**config.mk**
```make
export PLATFORM = sky130hd
export DESIGN_NAME = tslk_addr_unit
export DESIGN_NICKNAME = d
export VERILOG_FILES = /design/src/tslk_pkg.sv /design/src/tslk_addr_unit.sv
export SDC_FILE = /design/constraint.sdc
export NUM_CORES = 1
export LEC_CHECK = 0
export ABC_AREA = 1
export BUFFER_PORTS_ARGS = -buffer_cell sky130_fd_sc_hd__buf_2
export CELL_PAD_IN_SITES_DETAIL_PLACEMENT = 1
export CELL_PAD_IN_SITES_GLOBAL_PLACEMENT = 2
export CORE_MARGIN = 4
export CORE_UTILIZATION = 25
export DETAILED_ROUTE_END_ITERATION = 7
export GPL_TIMING_DRIVEN = 0
export PLACE_DENSITY = 0.95
export REMOVE_ABC_BUFFERS = 1
export SYNTH_ARGS = -nofsm -noshare
export SYNTH_HDL_FRONTEND = slang
export SYNTH_SLANG_ARGS = --single-unit
```
**constraint.sdc**
```tcl
create_clock -name vclk -period 8.8
set_input_delay 1.32 -clock vclk [all_inputs]
set_output_delay 1.32 -clock vclk [all_outputs]
set_load 0.05 [all_outputs]
```
**src/tslk_pkg.sv**
```systemverilog
// tslk_pkg: shared types and constants for the three-level sparse char table lookup.
// No dependencies; imported by tslk_addr_unit and the top level.
package tslk_pkg;

    typedef enum logic [2:0]
    {
        ST_IDLE,
        ST_LVL1,
        ST_LVL2,
        ST_LVL3,
        ST_LEAF,
        ST_DONE
    } tslk_state_t;

    localparam logic [1:0] FUNC_WRITE = 2'd0;
    localparam logic [1:0] FUNC_CLASS = 2'd1;
    localparam logic [1:0] FUNC_XLATE = 2'd2;

    localparam logic [2:0] CFG_LEVEL1_SHIFT = 3'd0;
    localparam logic [2:0] CFG_LEVEL1_BOUND = 3'd1;
    localparam logic [2:0] CFG_LEVEL2_SHIFT = 3'd2;
    localparam logic [2:0] CFG_LEVEL2_MASK  = 3'd3;
    localparam logic [2:0] CFG_LEVEL3_MASK  = 3'd4;

    localparam logic [29:0] LEVEL1_BASE  = 30'd5;
    localparam logic [4:0]  BIT_SEL_MASK = 5'h1f;
    localparam logic [4:0]  CLASS_SHIFT  = 5'd5;

    // request to the shared index/address unit
    typedef struct packed
    {
        logic [29:0] base;
        logic [4:0]  shamt;
        logic [31:0] mask;
    } tslk_addr_req_t;

    // answer from the shared index/address unit
    typedef struct packed
    {
        logic [31:0] idx;
        logic [32:0] sum;
        logic        in_range;
    } tslk_addr_rsp_t;

endpackage

```
**src/tslk_addr_unit.sv**
```systemverilog
// tslk_addr_unit: shared shifter, masker, adder and range compare for all table levels.
// Depends on tslk_pkg.
module tslk_addr_unit
    import tslk_pkg::*;
#(
    parameter int TABLE_WORDS = 4096
)
(
    input  logic [31:0]    code_point,
    input  tslk_addr_req_t req,
    output tslk_addr_rsp_t rsp
);

    logic [31:0] shifted;

    always_comb
    begin
        shifted      = code_point >> req.shamt;
        rsp.idx      = shifted & req.mask;
        rsp.sum      = 33'(req.base) + 33'(rsp.idx);
        rsp.in_range = rsp.sum < 33'(TABLE_WORDS);
    end

endmodule

```
==> results of run 1 <==
==> cell type report <==
cell class                 instances  area [sq um]  area share, %
multi-input combinational        713          3610           68.9
timing repair buffer             165           826           15.8
inverter                         138           523           9.99
antenna                            1          2.50         0.0478
tap                              220           275           5.26
==> worst max-delay path, cell delays in order <==
cell and delay (ns):
buf_2 0.41, inv_2 0.34, nand2_1 0.14, o21ai_0 0.12
o21ai_1 0.36, nand2_1 0.13, o21ai_2 0.11, o21ai_0 0.10
nor2_1 0.17, ha_1 0.24, inv_1 0.08, fa_1 0.40
inv_1 0.07, nand3_1 0.07, nand2_2 0.12, nand2_1 0.07
nand2_2 0.09, nand2_1 0.06, nand2_1 0.15, nand2_1 0.10
nand2_1 0.07, nand2_1 0.05, nand2_1 0.11, nand3_1 0.13
nor2_1 0.11, nand2_1 0.07, nor2_1 0.08, buf_2 0.26
==> synthesized netlist by cell type, drive strengths merged <==
cell type  instances  area share (%)
xor2              10             2.0
or2                2            0.29
o21a               2            0.35
o211ai             6             1.1
and2               1            0.15
nand2            367              34
clkinv             1           0.088
nand4              8             1.3
fa                 1            0.47
inv              137              12
o21ai             67             7.9
nor2              86             8.7
nor3               7             1.4
and3               1            0.15
buf               15             2.2
a31oi              9             1.3
a21o               1            0.18
ha                30             8.8
o31ai              1            0.18
nand3             58             7.5
o21bai             7             1.2
xnor2              2            0.41
mux2i              3            0.70
clkbuf            14             1.2
nand3b             7             1.5
a211oi             2            0.35
a21oi             32             4.2
a21boi             3            0.53
==> routing by layer <==
metal	up-vias	global-route usage [%]	share of wire, %
met5	-	0	0
met4	0	2.68	1.9
met3	19	1.00	3.2
met2	111	33.0	48
met1	2662	24.3	46
li1	3046	-	-
==> cells by family (layout without fill, tap and decap cells) <==
group	Yosys count	in the layout	share of synthesized area (%)
xor+xnor	12	12	2.46
simple gates	537	537	54.6
buf+inv	167	303	15.7
fa+ha+maj	31	31	9.24
compound gates	130	130	17.3
other cells	0	1	0
mux	3	3	0.702
==> final timing paths <==
check	from	endpoint	slack [ns]	depth (start not counted)
worst max-delay path	req[33]	rsp[0]	1.92	28
worst min-delay path	req[28]	rsp[62]	3.04	4
==> power by group through the flow <==
stage / Combinational (uW) / Clock [uW] / Sequential [uW]
floorplan: 316 / 0 / 0
global placement: 445 / 0 / 0
detailed placement: 451 / 0 / 0
CTS: 452 / 0 / 0
global route: 489 / 0.0000152 / 0
finish: 448 / 0.0000152 / 0
==> through the flow <==
step / hold WS, ns / instance area, sq um / util, % / instances
final: 3.04 / 5230 / 31.3 / 1237
after global routing: 3.06 / 5230 / 31.3 / 1237
after CTS: 3.04 / 5230 / 31.3 / 1236
after detailed placement: 3.04 / 5230 / 31.3 / 1236
after global placement: 3.03 / 5230 / 31.3 / 1236
after floorplan: 2.75 / 4130 / - / 851
==> impl_metrics.env, run 1 <==
export IMPL_outcome="complete, no violations"
export IMPL_grt_pass1_wl_um=29300
export IMPL_seq_area_frac_synth_pct=0
export IMPL_final_setup_viol_count=0
export IMPL_synth_cell_types=45
export IMPL_synthesis_area_sq_mm=0.00428
export IMPL_hp_class="in2out"
export IMPL_post_cts_buffers=0
export IMPL_timing_final_ws_setup_ns=1.92
export IMPL_seq_cells=0
export IMPL_port_buffers=165
export IMPL_start_util_pct=25.6
export IMPL_overflow=0
export IMPL_ir_drop_mv=0.0521
export IMPL_power_leakage_uw=0.00323
export IMPL_drive_gt1_share_pct=22.2
export IMPL_nFillCells=2460
export IMPL_combPwrFrac_pct=100.0
export IMPL_grt_max_degree=36
export IMPL_cts_resized=0
export IMPL_initialDrtViolationCount=315
export IMPL_drcViolationCount=0
export IMPL_antenna_found_initial=1
export IMPL_start_kind="primary input"
export IMPL_synth_warnings=0
export IMPL_drv_slew=0
export IMPL_nNetsFinal=1148
export IMPL_tightest_slew_ns=0.690
export IMPL_area_delta_synth_final_pct=22.3
export IMPL_ant_nets=0
export IMPL_seqPwrFrac_pct=0
export IMPL_cellPowerDensity_mw_per_mm2=85.6
export IMPL_hold_buffers=0
export IMPL_path_class="in2out"
export IMPL_vias_per_cell=4.72
export IMPL_place_hpwl_um=16800
export IMPL_worstPathRequired_ns=7.48
export IMPL_hold_viol=0
export IMPL_fp_row_count=47
export IMPL_syn_area_per_cell_sq_um=4.86
export IMPL_path_max_fanout=32
export IMPL_grt_pass1_vias=5767
export IMPL_vias=5838
export IMPL_mostFrequentLayoutCells="nand2_1 (343), buf_2 (165), inv_1 (132)"
export IMPL_grt_usage_pct=18.2
export IMPL_finalPower_uw=448
export IMPL_p_switching_uw=330
export IMPL_die_area_sq_mm=0.0193
export IMPL_final_common_cell="nand2_1"
export IMPL_fin_setup_tns_ns=0
export IMPL_pre_cts_slack_ns=1.86
export IMPL_die_height_um=139
export IMPL_ios=165
export IMPL_register_area_sq_um=0
export IMPL_gp_congestion=0.893
export IMPL_fp_coreArea_sq_mm=0.0167
export IMPL_die_x_um=139
export IMPL_synth_cells=880
export IMPL_detail_route_first_pass_iterations=5
export IMPL_nClkBuffers=0
export IMPL_slew_headroom_pct=53.9
export IMPL_clkPwrFrac_pct=0
export IMPL_fin_crit_sh_pct=78.2
export IMPL_clock_fmax_ghz=0.145
export IMPL_period_minus_slack_ns=6.88
export IMPL_drt_total_wl_um=18600
export IMPL_max_cap_violations=0
export IMPL_wl_per_cell_um=15.0
export IMPL_p_int_uw=118
export IMPL_worstSetupEndpointType="primary output"
export IMPL_sw_frac_of_total_pct=73.7
export IMPL_cp_data_arrival_time_ns=5.56
export IMPL_rsz0062_at_grt="no"
Note: power is estimated with default switching activity, not from simulation.
==> run 2: changes to the inputs <==
--- a/config.mk
+++ b/config.mk
@@ -5,15 +5,15 @@
 export SDC_FILE = /design/constraint.sdc
 export NUM_CORES = 1
 export LEC_CHECK = 0
-export ABC_AREA = 1
+export ABC_AREA = 0
 export BUFFER_PORTS_ARGS = -buffer_cell sky130_fd_sc_hd__buf_2
 export CELL_PAD_IN_SITES_DETAIL_PLACEMENT = 1
 export CELL_PAD_IN_SITES_GLOBAL_PLACEMENT = 2
 export CORE_MARGIN = 4
-export CORE_UTILIZATION = 25
+export CORE_UTILIZATION = 23
 export DETAILED_ROUTE_END_ITERATION = 7
 export GPL_TIMING_DRIVEN = 0
-export PLACE_DENSITY = 0.95
+export PLACE_DENSITY = 0.9
 export REMOVE_ABC_BUFFERS = 1
 export SYNTH_ARGS = -nofsm -noshare
 export SYNTH_HDL_FRONTEND = slang
==> constraint.sdc (replaced) <==
create_clock -name vclk -period 5.6
set_input_delay 0.84 -clock vclk [all_inputs]
set_output_delay 0.84 -clock vclk [all_outputs]
set_load 0.05 [all_outputs]
==> run 2 against run 1 <==
Compared with the run above:
- the run now ends with negative setup slack left
- via count shrank 25%
- worst hold slack worse by 0.95 ns
- sequential cell count is the same
- non-clock buffer count is 20 higher
- area after synthesis decreased by 21%
- count of clock-buffer cells in the layout did not move
- design area is 3.8% lower
- die area decreased by 13%
- combinational power is 72% higher
- first-iteration DRC count fell by 32%
- setup slack lost 2.4 ns
- highest routed layer unchanged
- critical path depth is 10 lower
==> impl_metrics.env, run 2 <==
export IMPL_outcome="finished with violations"
export IMPL_violations="negative setup slack"
export IMPL_clock_fmax_ghz=0.165
export IMPL_register_area_sq_um=0
export IMPL_max_cap_violations=0
export IMPL_nNetsFinal=767
export IMPL_rsz0062_at_grt="yes"
export IMPL_path_class="in2out"
export IMPL_finalPower_uw=771
export IMPL_hold_viol=0
export IMPL_area_delta_synth_final_pct=48.0
export IMPL_drt_total_wl_um=16100
export IMPL_syn_area_per_cell_sq_um=7.14
export IMPL_grt_pass1_vias=4602
export IMPL_tightest_slew_ns=0.693
export IMPL_synth_cell_types=60
export IMPL_synth_area_leader_cell="mux4_2"
export IMPL_sw_frac_of_total_pct=65.5
export IMPL_grt_usage_pct=17.5
export IMPL_grt_pass1_wl_um=24100
export IMPL_synth_top_family_by_area="simple AND/OR/NAND/NOR gates"
export IMPL_worst_path_largest_cell_delay_ns=0.56
export IMPL_seqPwrFrac_pct=0
export IMPL_start_kind="primary input"
export IMPL_fp_row_count=44
export IMPL_period_minus_slack_ns=6.06
export IMPL_overflow=0
export IMPL_antenna_found_initial=0
export IMPL_p_int_uw=266
export IMPL_port_buffers=165
export IMPL_clkPwrFrac_pct=0
export IMPL_wl_per_cell_um=19.7
export IMPL_vias=4401
export IMPL_drcViolationCount=0
export IMPL_initialDrtViolationCount=214
export IMPL_final_setup_viol_count=3
export IMPL_grt_max_degree=39
export IMPL_pre_cts_slack_ns=-1.78
export IMPL_synth_compound_area_share_pct=24.5
export IMPL_synthSimpleGateAreaFrac_pct=27.2
export IMPL_ios=165
export IMPL_crit_chain="buf_16 > mux4_2 > nand2_2 > nand2_2 > mux2_4 > mux2_4 > and2_4 > ha_4 > or3_4 > and3_4 > a311oi_4 > a211oi_2 > or3_4 > a2111oi_4 > nand4bb_1 > nor4_2 > and4bb_1 > buf_6"
export IMPL_synth_top_cells_by_count="nand2_1 (74), a21oi_1 (41), nor2_1 (35)"
export IMPL_worstSetupEndpointType="primary output"
export IMPL_cellPowerDensity_mw_per_mm2=153
export IMPL_synth_warnings=0
export IMPL_detail_route_first_pass_iterations=4
export IMPL_synth_area_leaders="mux4_2 (15%), ha_1 (11%), mux2i_1 (8.5%), nand2_1 (8.2%), a21oi_1 (6.0%)"
export IMPL_worst_path_max_delay_cell="mux4_2"
export IMPL_crit_family="simple AND/OR/NAND/NOR gates"
export IMPL_vias_per_cell=5.37
export IMPL_synth_area_mux_share_pct=25.1
export IMPL_timing_final_ws_setup_ns=-0.458
export IMPL_ant_nets=0
export IMPL_synth_xor_area_share_pct=6.96
export IMPL_seq_cells=0
export IMPL_synthAdderAreaFrac_pct=11.6
export IMPL_fin_crit_sh_pct=108
export IMPL_hp_class="in2out"
export IMPL_crit_buf_inv=2
export IMPL_p_switching_uw=505
export IMPL_synth_top_area_share_pct=14.6
export IMPL_cp_data_arrival_time_ns=5.22
export IMPL_final_common_cell="buf_2"
export IMPL_synth_cells=476
export IMPL_antenna_cells=0
export IMPL_synthesis_area_sq_mm=0.00340
export IMPL_drv_slew=0
export IMPL_combPwrFrac_pct=100.0
export IMPL_power_leakage_uw=0.00239
export IMPL_slew_headroom_pct=52.6
export IMPL_fin_setup_tns_ns=-0.578
export IMPL_nClkBuffers=0
export IMPL_start_util_pct=23.5
export IMPL_die_height_um=130
export IMPL_place_hpwl_um=13200
export IMPL_drive_gt1_share_pct=43.0
export IMPL_die_x_um=130
export IMPL_die_area_sq_mm=0.0168
export IMPL_ir_drop_mv=0.0577
export IMPL_seq_area_frac_synth_pct=0
export IMPL_gp_congestion=0.862
export IMPL_fp_coreArea_sq_mm=0.0145
export IMPL_worstPathRequired_ns=4.76
export IMPL_yosysMostFrequentCell="nand2_1"
export IMPL_path_max_fanout=6
export IMPL_mostFrequentLayoutCells="buf_2 (154), nand2_1 (64), a21oi_1 (36)"
-- run 2: cell count changes after synthesis, moves of 22 or more --
cell,before,now
nand2_1,343,74
mux2i_1,3,29
mux4_2,0,22
inv_1,132,11
nor2_1,74,35
nand2_2,24,0
nand3_1,52,12
o21ai_0,51,12
-- run 2: logic make-up after synthesis --
| kind of cell | Yosys count |
|---|---|
| mux | 57 |
| xor+xnor | 27 |
| buf+inv | 41 |
| simple gates | 190 |
| fa+ha+maj | 31 |
| compound gates | 130 |
-- run 2: final cells by class --
class	instances	area [sq um]
Multi-Input combinational cell	435	3610
Fill cell	1839	9450
Inverter	15	66.3
Tap cell	184	230
Timing Repair Buffer	185	1130
-- run 2: per-stage QoR --
step | area (sq um) | cells | hold slack, ns | utilization [%]
6_report | 5030 | 819 | 2.09 | 34.8
5_1_grt | 5030 | 819 | 2.12 | 34.8
4_1_cts | 4700 | 810 | 2.10 | 32.5
3_5_place_dp | 4360 | 799 | 2.10 | 30.1
3_3_place_gp | 4360 | 799 | 2.10 | 30.1
2_1_floorplan | 3300 | 450 | 1.87 | -
-- run 2: worst min-delay path, stage by stage --
cell	delay, ns
buf_2	0.10
nand2_1	0.05
nor2_1	0.06
buf_2	0.21
-- run 2: path summary, 6_finish.rpt --
check	startpoint	end	slack, ns	cells after the start
worst max-delay path	req[32]	rsp[0]	-0.46	18
worst min-delay path	req[26]	rsp[60]	2.09	4
-- run 2: routing by layer --
layer  wire (um)  GRT usage (%)
met1        6590           22.1
met2        8530           32.6
met3         716           1.44
met4         299           3.12
met5           0              0
-- run 2: repair_timing --
action / CTS / global route
resized for setup: 45 / 57
pin swaps: 12 / 23
setup endpoints to repair: 26 / 13
setup buffers: 9 / 8
hold buffers: 0 / 0
cloned: 2 / 1
-- run 2: power by group through the flow --
stage                     sequential [uW]  combinational [uW]  clock [uW]
after floorplan                         0                 483           0
after global placement                  0                 669           0
after detailed placement                0                 683           0
after CTS                               0                 724           0
after global routing                    0                 824           0
final                                   0                 771           0
